$ cat config.mk
export PLATFORM = sky130hd
export DESIGN_NAME = miller_rabin_round
export DESIGN_NICKNAME = d
export VERILOG_FILES = /design/src/rtl/core/mr_pkg.sv /design/src/rtl/core/miller_rabin_round.sv
export VERILOG_INCLUDE_DIRS = /design/src /design/src/rtl/core
export SDC_FILE = /design/constraint.sdc
export NUM_CORES = 1
export LEC_CHECK = 0
export ABC_AREA = 0
export CORE_UTILIZATION = 60
export CTS_BUF_LIST = sky130_fd_sc_hd__clkbuf_4
export CTS_CLUSTER_DIAMETER = 120
export CTS_CLUSTER_SIZE = 25
export DETAILED_ROUTE_END_ITERATION = 10
export DONT_BUFFER_PORTS = 1
export PLACE_DENSITY = 0.83
export SLEW_MARGIN = 40
export SYNTH_ARGS = -nofsm -noshare
export SYNTH_HDL_FRONTEND = slang
export SYNTH_SLANG_ARGS = --single-unit
$ cat constraint.sdc
create_clock -name clk -period 11.9 [get_ports clk]
set_input_delay 0.595 -clock clk [delete_from_list [all_inputs] [get_ports clk]]
set_output_delay 0.595 -clock clk [all_outputs]
set_load 0.005 [all_outputs]
$ cat src/rtl/core/miller_rabin_round_defines.svh
// Assertion macros for the Miller-Rabin round block.
`ifndef MILLER_RABIN_ROUND_DEFINES_SVH
`define MILLER_RABIN_ROUND_DEFINES_SVH
`ifndef NO_ASSERTIONS
`define MR_ASSERT(label, clk, rst_n, prop) \
    label: assert property (@(posedge clk) disable iff (!rst_n) prop) \
        else $error("assertion failed");
`define MR_NEVER(label, clk, rst_n, cond) \
    label: assert property (@(posedge clk) disable iff (!rst_n) !(cond)) \
        else $error("forbidden condition seen");
`else
`define MR_ASSERT(label, clk, rst_n, prop)
`define MR_NEVER(label, clk, rst_n, cond)
`endif
`endif

$ cat src/rtl/core/mr_pkg.sv
// Package for the Miller-Rabin round block: widths and shared types.
package mr_pkg;
    localparam int NUM_WIDTH = 32;
    localparam int CNT_WIDTH = $clog2(NUM_WIDTH + 1);
    typedef logic [NUM_WIDTH-1:0] num_t;
    typedef logic [CNT_WIDTH-1:0] cnt_t;
endpackage

$ cat src/rtl/core/miller_rabin_round.sv
// Top level of the Miller-Rabin round block.
// One item holds a candidate n and a witness a, and gives one verdict item.
// Candidates 0 to 4 and even candidates go straight to the output. For odd
// n above 4 the witness is first reduced modulo n by shift-and-subtract with
// its own comparator; then a single shared modular add/compare unit does
// every modular multiplication as a shift-and-add over the bits of the
// multiplier, with the modular add of a set bit and the doubling of the
// multiplicand done as separate steps. The exponentiation needs a squaring
// for every exponent bit and a further multiplication for every set bit,
// and the squaring phase up to s-1 more squarings. The input is not ready
// while an item is at work; the verdict waits in an output register until
// taken, and the next item is accepted in the same cycle as the verdict
// leaves.
`include "miller_rabin_round_defines.svh"
module miller_rabin_round (
    input  logic        clk,
    input  logic        rst_n,
    input  logic        s_tvalid,
    output logic        s_tready,
    input  logic [63:0] s_tdata,  // candidate [31:0], witness [63:32]
    output logic        m_tvalid,
    input  logic        m_tready,
    output logic [7:0]  m_tdata   // probably_prime [0], witness_invalid [1], zeros above
);
    localparam int W = mr_pkg::NUM_WIDTH;

    typedef enum logic [3:0] {
        ST_IDLE, ST_RED, ST_DEC, ST_PBIT, ST_MUL, ST_PSQ, ST_CHK, ST_SQ, ST_SQCHK,
        ST_OUT
    } state_t;
    typedef enum logic [1:0] {RET_PMUL, RET_PSQ, RET_SQ} ret_t;

    state_t       state_reg;
    ret_t         ret_reg;
    mr_pkg::num_t n_reg, b_reg, e_reg, acc_reg, x_reg, y_reg, p_reg, r_reg;
    mr_pkg::num_t a_reg;
    mr_pkg::cnt_t s_reg, i_reg;
    logic         prime_reg, bad_reg, out_valid_reg;

    // Shared unit: (u + v) mod n for u, v < n, with a (W+1)-bit sum.
    mr_pkg::num_t    u, v, addm;
    logic [W:0]      sum, diff;
    mr_pkg::num_t    nm1;
    mr_pkg::num_t    cand, wit;
    logic [W:0]      rsh;

    assign cand = s_tdata[W-1:0];
    assign wit  = s_tdata[2*W-1:W];
    assign nm1  = n_reg - mr_pkg::num_t'(1);
    assign sum  = {1'b0, u} + {1'b0, v};
    assign diff = sum - {1'b0, n_reg};
    assign addm = diff[W] ? sum[W-1:0] : diff[W-1:0];
    assign rsh  = {r_reg, a_reg[W-1]};

    always_comb
    begin
        u = p_reg;
        v = p_reg;
        if (state_reg == ST_MUL && y_reg[0])
        begin
            u = r_reg;
        end
    end

    assign s_tready = (state_reg == ST_IDLE) && (!out_valid_reg || m_tready);
    assign m_tvalid = out_valid_reg;
    assign m_tdata  = {6'b0, bad_reg, prime_reg};

    always_ff @(posedge clk or negedge rst_n)
    begin
        if (!rst_n)
        begin
            state_reg     <= ST_IDLE;
            out_valid_reg <= 1'b0;
            ret_reg       <= RET_PMUL;
            prime_reg     <= 1'b0;
            bad_reg       <= 1'b0;
        end
        else
        begin
            if (state_reg == ST_OUT && (!out_valid_reg || m_tready))
            begin
                out_valid_reg <= 1'b1;
            end
            else if (m_tvalid && m_tready)
            begin
                out_valid_reg <= 1'b0;
            end
            case (state_reg)
                ST_IDLE:
                begin
                    if (s_tvalid && s_tready)
                    begin
                        n_reg     <= cand;
                        a_reg     <= wit;
                        r_reg     <= '0;
                        i_reg     <= '0;
                        if (cand <= mr_pkg::num_t'(4))
                        begin
                            prime_reg <= (cand == mr_pkg::num_t'(2)) ||
                                         (cand == mr_pkg::num_t'(3));
                            bad_reg   <= 1'b0;
                            state_reg <= ST_OUT;
                        end
                        else
                        begin
                            prime_reg <= 1'b0;
                            bad_reg <= (wit < mr_pkg::num_t'(2)) ||
                                       (wit > cand - mr_pkg::num_t'(2));
                            state_reg <= cand[0] ? ST_RED : ST_OUT;
                        end
                    end
                end
                ST_RED:
                begin
                    // Restoring reduction of the witness modulo n, one bit a cycle.
                    if (rsh >= {1'b0, n_reg})
                    begin
                        r_reg <= mr_pkg::num_t'(rsh - {1'b0, n_reg});
                    end
                    else
                    begin
                        r_reg <= rsh[W-1:0];
                    end
                    a_reg <= {a_reg[W-2:0], 1'b0};
                    i_reg <= i_reg + mr_pkg::cnt_t'(1);
                    if (i_reg == mr_pkg::cnt_t'(W - 1))
                    begin
                        e_reg     <= nm1 >> 1;
                        s_reg     <= mr_pkg::cnt_t'(1);
                        state_reg <= ST_DEC;
                    end
                end
                ST_DEC:
                begin
                    // Strip trailing zeros of n-1; b holds a mod n.
                    b_reg <= r_reg;
                    if (!e_reg[0])
                    begin
                        e_reg <= e_reg >> 1;
                        s_reg <= s_reg + mr_pkg::cnt_t'(1);
                    end
                    else
                    begin
                        acc_reg   <= mr_pkg::num_t'(1);
                        state_reg <= ST_PBIT;
                    end
                end
                ST_PBIT:
                begin
                    if (e_reg == '0)
                    begin
                        x_reg     <= acc_reg;
                        state_reg <= ST_CHK;
                    end
                    else if (e_reg[0])
                    begin
                        r_reg <= '0; p_reg <= b_reg; y_reg <= acc_reg;
                        ret_reg <= RET_PMUL; state_reg <= ST_MUL;
                    end
                    else
                    begin
                        state_reg <= ST_PSQ;
                    end
                end
                ST_PSQ:
                begin
                    r_reg <= '0; p_reg <= b_reg; y_reg <= b_reg;
                    ret_reg <= RET_PSQ; state_reg <= ST_MUL;
                end
                ST_MUL:
                begin
                    // r accumulates p*y mod n; one modular add a cycle.
                    if (y_reg == '0)
                    begin
                        case (ret_reg)
                            RET_PMUL:
                            begin
                                acc_reg   <= r_reg;
                                state_reg <= ST_PSQ;
                            end
                            RET_PSQ:
                            begin
                                b_reg     <= r_reg;
                                e_reg     <= e_reg >> 1;
                                state_reg <= ST_PBIT;
                            end
                            default:
                            begin
                                x_reg     <= r_reg;
                                state_reg <= ST_SQCHK;
                            end
                        endcase
                    end
                    else if (y_reg[0])
                    begin
                        r_reg <= addm;
                        y_reg <= y_reg & ~mr_pkg::num_t'(1);
                    end
                    else
                    begin
                        p_reg <= addm;
                        y_reg <= y_reg >> 1;
                    end
                end
                ST_CHK:
                begin
                    i_reg <= mr_pkg::cnt_t'(1);
                    if (x_reg == mr_pkg::num_t'(1) || x_reg == nm1)
                    begin
                        prime_reg <= 1'b1;
                        state_reg <= ST_OUT;
                    end
                    else
                    begin
                        state_reg <= ST_SQ;
                    end
                end
                ST_SQ:
                begin
                    if (i_reg >= s_reg)
                    begin
                        state_reg <= ST_OUT;
                    end
                    else
                    begin
                        r_reg <= '0; p_reg <= x_reg; y_reg <= x_reg;
                        ret_reg <= RET_SQ; state_reg <= ST_MUL;
                    end
                end
                ST_SQCHK:
                begin
                    i_reg <= i_reg + mr_pkg::cnt_t'(1);
                    if (x_reg == nm1)
                    begin
                        prime_reg <= 1'b1;
                        state_reg <= ST_OUT;
                    end
                    else if (x_reg == mr_pkg::num_t'(1))
                    begin
                        state_reg <= ST_OUT;
                    end
                    else
                    begin
                        state_reg <= ST_SQ;
                    end
                end
                ST_OUT:
                begin
                    if (!out_valid_reg || m_tready)
                    begin
                        state_reg <= ST_IDLE;
                    end
                end
                default:
                begin
                    state_reg <= ST_IDLE;
                end
            endcase
        end
    end

    `MR_NEVER(a_busy_not_ready, clk, rst_n, (state_reg != ST_IDLE) && s_tready)
    `MR_ASSERT(a_acc_below_n, clk, rst_n,
        (state_reg == ST_MUL) |-> (r_reg < n_reg && p_reg < n_reg))
    `MR_ASSERT(a_small_no_flag, clk, rst_n, (m_tvalid && n_reg <= mr_pkg::num_t'(4)) |-> !bad_reg)
endmodule

## Word level (Yosys, flattened, before mapping)

Index checks and enable logic that the tools add are counted.

| word-level totals | value |
|---|---|
| register bits | 309 |
| latch bits | 0 |
| memory bits (writable) | 0 |
| ROM bits | 0 |
| input port bits | 68 |
| word-level logic and storage cells | 177 |
| memories | 0 |

| cells by class | value |
|---|---|
| add/subtract/negate cells | 7 |
| $mul | 0 |
| divide/modulo/power cells | 0 |
| $lt $le $gt $ge | 5 |
| equal/unequal tests | 33 |
| shifts and indexed selects | 0 |
| mux-type cells | 71 |
| bitwise logic cells | 0 |
| reductions and logical operators | 43 |

Operators with widths:

| operator | number |
|---|---|
| $mux 32 | 31 |
| $pmux 32 s2 | 4 |
| $pmux 32 s4 | 2 |
| $pmux 32 s6 | 1 |
| $pmux 32 s3 | 1 |
| $eq 32x2->1 const B | 2 |
| $logic_not 32->1 | 2 |
| $mux 4 | 11 |
| $pmux 4 s10 | 1 |
| $add 32x32->33 | 1 |
| $ge 33x32->1 | 1 |
| $sub 33x32->33 | 1 |
| $eq 32x1->1 const B | 1 |
| $eq 32x32->1 | 1 |
| $gt 32x32->1 | 1 |
| $le 32x3->1 const B | 1 |
| $lt 32x2->1 const B | 1 |
| $sub 32x1->32 const B | 1 |
| $sub 32x2->32 const B | 1 |
| $sub 32x32->32 | 1 |
| $ne 2x2->1 const B | 13 |
| $reduce_and 5->1 | 4 |
| $mux 6 | 3 |
| $pmux 6 s3 | 1 |
| 31 further kinds | 72 |

## Depth between registers and ports, before layout

Gate-level depths: netlist of the first run.

| logic depth | value |
|---|---|
| depth in word-level cells | 9 |
| mapped depth | 28 |
| mapped depth without buffers | 26 |

## Least setup slack after synthesis of the first run

Ideal clock, no wire load.

| timing path | value |
|---|---|
| path kind | reg2reg |
| start | register state_reg[3] |
| end | register r_reg[1] (data pin) |
| setup time | 154 ps |
| arrival time | 6362 ps |
| required time | 11746 ps |
| slack | 5385 ps |
| cell stages (with the launch flop) | 27 |
| cells stage by stage | dfrtp_1 > nand2b_1 > clkbuf_1 > nor3_1 > nand2_1 > clkbuf_1 > mux2_2 > ha_1 > o211ai_1 > o21ai_0 > o2111a_1 > o211ai_1 > a31oi_1 > a21boi_0 > nand3b_1 > a21oi_1 > ha_1 > nand4_1 > or2_2 > o221ai_1 > nor3_1 > a21boi_0 > o31ai_1 > xnor2_1 > buf_2 > mux2_2 > o22ai_1 |

| between the ends | value |
|---|---|
| longest elaborated chain between the ends | 9 |
| elaborated cells on any way between the ends | 14 |
| those cells by class | add/sub (2); eq/ne (5); mux (5); reduce/logical (2) |

Ends and longest elaborated chain:

| what | RTL line | text |
|---|---|---|
| start, declared | miller_rabin_round.sv:33 | `state_t state_reg;` |
| start signal, assigned | miller_rabin_round.sv:110 | `state_reg <= cand[0] ? ST_RED : ST_OUT;` |
| $eq 4x3->1 | miller_rabin_round.sv:59, miller_rabin_round.sv:89 |  |
| $logic_and 1x1->1 | miller_rabin_round.sv:59 | `if (state_reg == ST_MUL && y_reg[0])` |
| $mux 32 | miller_rabin_round.sv:59 |  |
| $add 32x32->33 | miller_rabin_round.sv:50 | `assign sum = {1'b0, u} + {1'b0, v};` |
| $sub 33x32->33 | miller_rabin_round.sv:51 | `assign diff = sum - {1'b0, n_reg};` |
| $mux 32 | miller_rabin_round.sv:52 | `assign addm = diff[W] ? sum[W-1:0] : diff[W-1:0];` |
| $mux 32 | miller_rabin_round.sv:195 | `else if (y_reg[0])` |
| $mux 32 | miller_rabin_round.sv:174 | `if (y_reg == '0)` |
| $pmux 32 s6 * | miller_rabin_round.sv:89 | `case (state_reg)` |
| end signal, assigned | miller_rabin_round.sv:119 | `r_reg <= mr_pkg::num_t'(rsh - {1'b0, n_reg});` |
| end signal, assigned | miller_rabin_round.sv:123 | `r_reg <= rsh[W-1:0];` |
| end signal, assigned | miller_rabin_round.sv:197 | `r_reg <= addm;` |
| end, declared | miller_rabin_round.sv:35 | `mr_pkg::num_t n_reg, b_reg, e_reg, acc_reg, x_reg, y_reg, p_reg, r_reg;` |

Mark *: on every way between the ends. The rest lies on a longest branch, timed or not. The select of a mux whose other input is x is not followed.
A chain may end at the register's enable or synchronous reset.

## Worst setup path after layout of the first run

| timing path | value |
|---|---|
| start | register state_reg[3] |
| end | register r_reg[30] (data pin) |

The elaborated chain is that of the path after synthesis.

==> flow_metrics.env, run 1 <==
export IMPL_start_util_pct=61.0
export IMPL_worstPathRequired_ns=12.43
export IMPL_core_area_um2=35600
export IMPL_first_global_vias=17900
export IMPL_wire_per_inst_um=24.8
export IMPL_synth_top_cell_area_share_pct=41.4
export IMPL_clk_pin_slew_ns=0.27
export IMPL_place_area_um2=22200
export IMPL_whs_ns=0.00185
export IMPL_drt_iter0_markers=2538
export IMPL_min_delay_path_depth=2
export IMPL_report_final_hold_viol_count=0
export IMPL_cp_max_fo=32
export IMPL_h_tree_depth=1
export IMPL_grt_max_degree=95
export IMPL_period_share_pct=71.3
export IMPL_leakagePower_nw=8.65
export IMPL_num_vias=18800
export IMPL_cts_buffers=16
export IMPL_die_h_um=192
export IMPL_finClkSkew_ns=0.0996
export IMPL_synthCells=2216
export IMPL_startpoint_type="flip-flop"
export IMPL_antenna_found_initial=1
export IMPL_ctsHoldBuffers=62
export IMPL_relSlewSlack_pct=39.2
export IMPL_pre_cts_ws_ns=3.60
export IMPL_synth_edff_count=299
export IMPL_min_delay_worst_endpoint="a_reg[10]"
export IMPL_yosysMostFrequentCell="edfxtp_1"
export IMPL_overflow=0
export IMPL_tightest_slew_ns=0.903
export IMPL_post_cts_buffers=0
export IMPL_max_cap_violations=0
export IMPL_ys_warn_count=0
export IMPL_ant_nets=0
export IMPL_clock_tree_buffer_depth=3
export IMPL_hpwl_um=48500
export IMPL_ys_seq_area_share_pct=42.4
export IMPL_fmax_mhz=118
export IMPL_drc_errors=0
export IMPL_status="finished clean"
export IMPL_crit_arrival_ns=9.01
export IMPL_ys_types=81
export IMPL_timing_reg2reg_setup_slack_ns=3.42
export IMPL_worstSetupPathType="reg -> reg"
export IMPL_place_gp_congestion=0.981
export IMPL_min_period_ns=8.48
export IMPL_finalWorstSetupSlack_ns=3.42
export IMPL_peakVddDrop_v=0.000190
export IMPL_io_buffers=0
export IMPL_nets=2443
export IMPL_finalSetupViolations=0
export IMPL_row_count=69
export IMPL_netlist_area_um2=21700
export IMPL_area_delta_synth_final_pct=6.29
export IMPL_finalMaxSlewViolations=0
export IMPL_avgSynthCellArea_um2=9.79
export IMPL_grt_pass1_wl_um=102000
export IMPL_holdCritStartpoint="s_tdata[42]"
export IMPL_fin_area_um2=23100
export IMPL_cp_end_kind="flip-flop"
export IMPL_routed_wl_um=67100
export IMPL_design_portCount=78
export IMPL_fin_tns_setup_ns=0
export IMPL_clockRootBuffer="clkbuf_4"
export IMPL_power_density_nw_per_um2=263
export IMPL_rsz0062_at_grt="false"
export IMPL_yosys_area_top_type="edfxtp_1"
export IMPL_rr_worst_depth=25
export IMPL_drive_gt1_share_pct=5.67
export IMPL_final_util_pct=64.8
export IMPL_die_area_um2=36900
export IMPL_worstSkewPairLatency_ns=0.82
export IMPL_clock_sinks=308
export IMPL_worstReg2RegStart="state_reg[3]"
export IMPL_cts_tree="done"
export IMPL_cts_resized=0
export IMPL_synthTopCellsByArea="edfxtp_1, ha_1, xnor2_1"
export IMPL_grt_usage_pct=36.2
export IMPL_yosys_most_used_dff="edfxtp_1"
export IMPL_ys_ff_latch=308
export IMPL_timing_rr_end="r_reg[30]"
export IMPL_yosys_top_cells_count="edfxtp_1, nand2_1, o21ai_0, nor2_1, ha_1"
export IMPL_via_per_inst=6.97
export IMPL_fp_dieW_um=192
export IMPL_drt_pass1_iterations=6
export IMPL_async_reset_ff_share_pct=2.92
export IMPL_hold_class="in -> reg"
-- worst max path at each step --
stage               slack, ns          from  cells past startpoint   endpoint
CTS                      3.52  state_reg[3]                     25  r_reg[30]
detailed placement       3.60  state_reg[3]                     25  r_reg[30]
finish                   3.42  state_reg[3]                     25  r_reg[30]
global placement         3.95  state_reg[3]                     25   r_reg[0]
floorplan                5.38  state_reg[3]                     26   r_reg[1]
global route             2.83  state_reg[3]                     25  p_reg[28]
-- layer usage --
metal  up-vias  global-route usage [%]  share of wire, %
li1       8343                       -                 -
met3       256                    5.94               9.6
met4         0                    21.4               7.0
met2      1182                    58.0                46
met5         -                       0                 0
met1      9068                    46.1                38
-- where the power goes --
group	switching, mW	total [mW]	internal, mW
Sequential	0.250	1.86	1.61
Combinational	2.29	3.74	1.45
Clock	0.347	0.467	0.121
Total	2.89	6.07	3.18
-- metrics by stage --
step,std cells,power (mW)
after floorplan,2221,4.52
after global placement,2610,5.36
after detailed placement,2611,5.49
after CTS,2701,5.96
after global routing,2703,6.42
final,2703,6.07
-- final cells by class --
type	instances	area [um2]
clock buffer	25	188
timing repair buffer	87	826
inverter	69	259
fill	2832	12500
sequential	308	9200
multi-input combinational	1749	11900
clock inverter	3	50.0
antenna	1	2.50
tap	461	577
-- worst max-delay path: stages (launching register included) --
cell,delay [ns]
dfrtp_1,0.74
nand2b_1,0.56
nor3_2,0.08
nand2_1,0.65
buf_4,0.41
mux2_2,0.37
ha_1,0.35
o211ai_1,0.10
o21ai_0,0.53
o2111a_1,0.32
o211ai_1,0.13
a31oi_1,0.40
a21boi_0,0.24
nand3b_1,0.21
a21oi_1,0.19
ha_1,0.23
nand4_1,0.11
or2_2,0.35
o221ai_1,0.26
nor3_1,0.10
a21boi_0,0.16
o31ai_1,0.54
xnor2_2,0.12
buf_4,0.33
and3_1,0.30
or3b_2,0.45
-- cell usage in the layout (no fill, tap or decap), types with 25 or more instances in the layout --
cell type	n
edfxtp_1	299
nand2_1	259
o21ai_0	163
nor2_1	141
ha_1	141
xnor2_1	126
a21oi_1	108
a21o_1	77
inv_1	68
dlygate4sd3_1	63
mux2i_1	53
xor2_1	52
nor4_1	43
nand3_1	42
nand4_1	41
nor3_1	40
and2_1	40
a22oi_1	36
mux2_2	34
o22ai_1	33
a41oi_1	26
clkbuf_4	25
-- cell families (layout without fill, tap and decap cells) --
| kind of cell | after synthesis | in the layout | synth area share (%) |
|---|---|---|---|
| AOI/OAI and AO/OA | 589 | 589 | 17.7 |
| xor gates and xnor gates | 183 | 183 | 7.64 |
| adders and majority gates | 144 | 144 | 8.41 |
| buffers and inverters | 164 | 184 | 3.01 |
| DFF | 308 | 308 | 42.4 |
| muxes | 87 | 87 | 4.21 |
| other | 1 | 7 | 0.0173 |
| and+or+nand+nor | 740 | 740 | 16.6 |
No activity file was read; power rests on OpenSTA's default activity.
==> run 2: changes to the inputs <==
PLACE_DENSITY = 0.86   (was 0.83)
clock period = 6.95 ns   (was 11.9 ns; I/O delays follow)
==> run 2 against run 1 <==
Core utilization increased by 0.34 points; via count increased by 0.85%; power increased by 73%; clock power increased by 61%; critical path type unchanged; critical endpoint is now r_reg[0]; largest cell class unchanged; highest routed layer unchanged.
==> flow_metrics.env, run 2 (synthesis gave the netlist of run 1 again) <==
export IMPL_drc_errors=0
export IMPL_fp_dieW_um=192
export IMPL_final_common_cell="edfxtp_1"
export IMPL_final_util_pct=65.2
export IMPL_fmax_mhz=150
export IMPL_busiest_layer="met2"
export IMPL_drt_pass1_iterations=9
export IMPL_place_gp_congestion=1.02
export IMPL_worstSkewPairLatency_ns=0.76
export IMPL_routed_wl_um=68800
export IMPL_nets=2455
export IMPL_min_period_ns=6.67
export IMPL_p_int_mw=5.52
export IMPL_overflow=0
export IMPL_worstReg2RegStart="state_reg[3]"
export IMPL_finalSetupViolations=0
export IMPL_place_area_um2=22300
export IMPL_design_portCount=78
export IMPL_grt_pass1_wl_um=104000
export IMPL_clock_tree_buffer_depth=3
export IMPL_start_util_pct=61.0
export IMPL_die_h_um=192
export IMPL_startpoint="state_reg[3]"
export IMPL_die_area_um2=36900
export IMPL_core_area_um2=35600
export IMPL_grt_usage_pct=36.9
export IMPL_startpoint_type="flip-flop"
export IMPL_tightest_slew_ns=0.862
export IMPL_cp_end_kind="flip-flop"
export IMPL_hold_class="in -> async"
export IMPL_via_per_inst=7.00
export IMPL_grt_use_met2_pct=58.4
export IMPL_clock_sinks=308
export IMPL_num_vias=19000
export IMPL_io_buffers=0
export IMPL_peakVddDrop_v=0.000481
export IMPL_h_tree_depth=1
export IMPL_row_count=69
export IMPL_p_comb_share_pct=62.9
export IMPL_wire_per_inst_um=25.3
export IMPL_fin_tns_setup_ns=0
export IMPL_worstSetupPathType="reg -> reg"
export IMPL_cts_tree="done"
export IMPL_period_share_pct=96.0
export IMPL_met3_usage_pct=7.77
export IMPL_stdcell_count=2715
export IMPL_area_delta_synth_final_pct=6.85
export IMPL_max_cap_violations=0
export IMPL_crit_arrival_ns=7.27
export IMPL_finClkSkew_ns=0.0497
export IMPL_seqPwrFrac_pct=30.0
export IMPL_placed_cells=2619
export IMPL_clockRootBuffer="clkbuf_4"
export IMPL_status="finished clean"
export IMPL_globalRouteMet1Util_pct=45.1
export IMPL_drive_gt1_share_pct=6.04
export IMPL_clk_pin_slew_ns=0.27
export IMPL_p_clk_share_pct=7.1
export IMPL_switching_power_mw=5.00
export IMPL_first_global_vias=18300
export IMPL_power_density_nw_per_um2=454
export IMPL_ant_nets=0
export IMPL_worstPathRequired_ns=7.55
export IMPL_antenna_found_initial=1
export IMPL_layout_common_cells="edfxtp_1, nand2_1, o21ai_0"
export IMPL_hpwl_um=49300
export IMPL_whs_ns=0.0361
export IMPL_leakagePower_nw=8.72
export IMPL_finalMaxSlewViolations=0
export IMPL_drt_iter0_markers=2396
export IMPL_swShare_pct=47.5
export IMPL_grt_max_degree=96
export IMPL_report_final_hold_viol_count=0
export IMPL_cts_buffers=16
export IMPL_relSlewSlack_pct=42.4
export IMPL_fin_area_um2=23200
export IMPL_cp_max_fo=27
==> run 2: worst paths after layout <==
kind,end,slack (ns),depth (start not counted)
max,r_reg[0],0.28,24
min,state_reg[3],0.04,1
max reg2reg,r_reg[0],0.28,24
min reg2reg,a_reg[14],0.54,2
max in group asynchronous,ret_reg[1],6.46,1
min in group clk,e_reg[0],0.08,2
==> run 2: power by group through the flow <==
stage	clock, mW	combinational [mW]	sequential (mW)
floorplan	0	4.76	2.99
global placement	0	6.10	3.16
detailed placement	0	6.36	3.18
CTS	0.744	6.42	3.13
global route	0.790	7.13	3.18
finish	0.752	6.61	3.16
==> run 2: worst max-delay path, stage by stage (launching register included) <==
cell       delay (ns)
dfrtp_1          0.44
nand2b_1         0.17
nor3_2           0.15
nand2_1          0.32
mux2_2           0.41
ha_1             0.30
a211oi_1         0.35
o21ai_0          0.21
buf_4            0.18
o2111ai_1        0.24
a21oi_1          0.18
o41ai_1          0.58
nor2b_1          0.27
o21bai_1         0.10
xor2_1           0.16
ha_1             0.35
and3_1           0.23
a211o_1          0.29
a21o_1           0.17
a21oi_1          0.18
o31ai_2          0.13
xnor2_2          0.23
buf_12           0.27
mux2_2           0.38
o22ai_1          0.18
==> run 2: final cells by class <==
type / count / area [um2]
Sequential cell: 308 / 9200
Clock buffer: 26 / 195
Timing Repair Buffer: 99 / 972
Fill cell: 2802 / 12400
Antenna cell: 1 / 2.50
Tap cell: 461 / 577
Clock inverter: 2 / 17.5
Multi-Input combinational cell: 1749 / 11900
Inverter: 69 / 259
==> run 2: timing repair <==
item / in CTS / in global routing
hold buffers: 66 / 0
hold endpoints to repair: 101 / 0
gates resized for setup: 0 / 2
setup endpoints to repair: 0 / 57
buffers inserted: 0 / 1
==> run 2: routing by layer <==
layer | vias to the layer above | wire length, um
met5 | - | 0
met4 | 0 | 5680
met3 | 328 | 7620
met2 | 1382 | 30700
met1 | 8949 | 24700
li1 | 8351 | -
==> run 2: stage by stage <==
| stage | worst slack [ns] | power, mW |
|---|---|---|
| detailed placement | 0.313 | 9.53 |
| finish | 0.276 | 10.5 |
| CTS | 0.217 | 10.3 |
| floorplan | 0.435 | 7.75 |
| global placement | 0.543 | 9.26 |
| global route | -0.000778 | 11.1 |
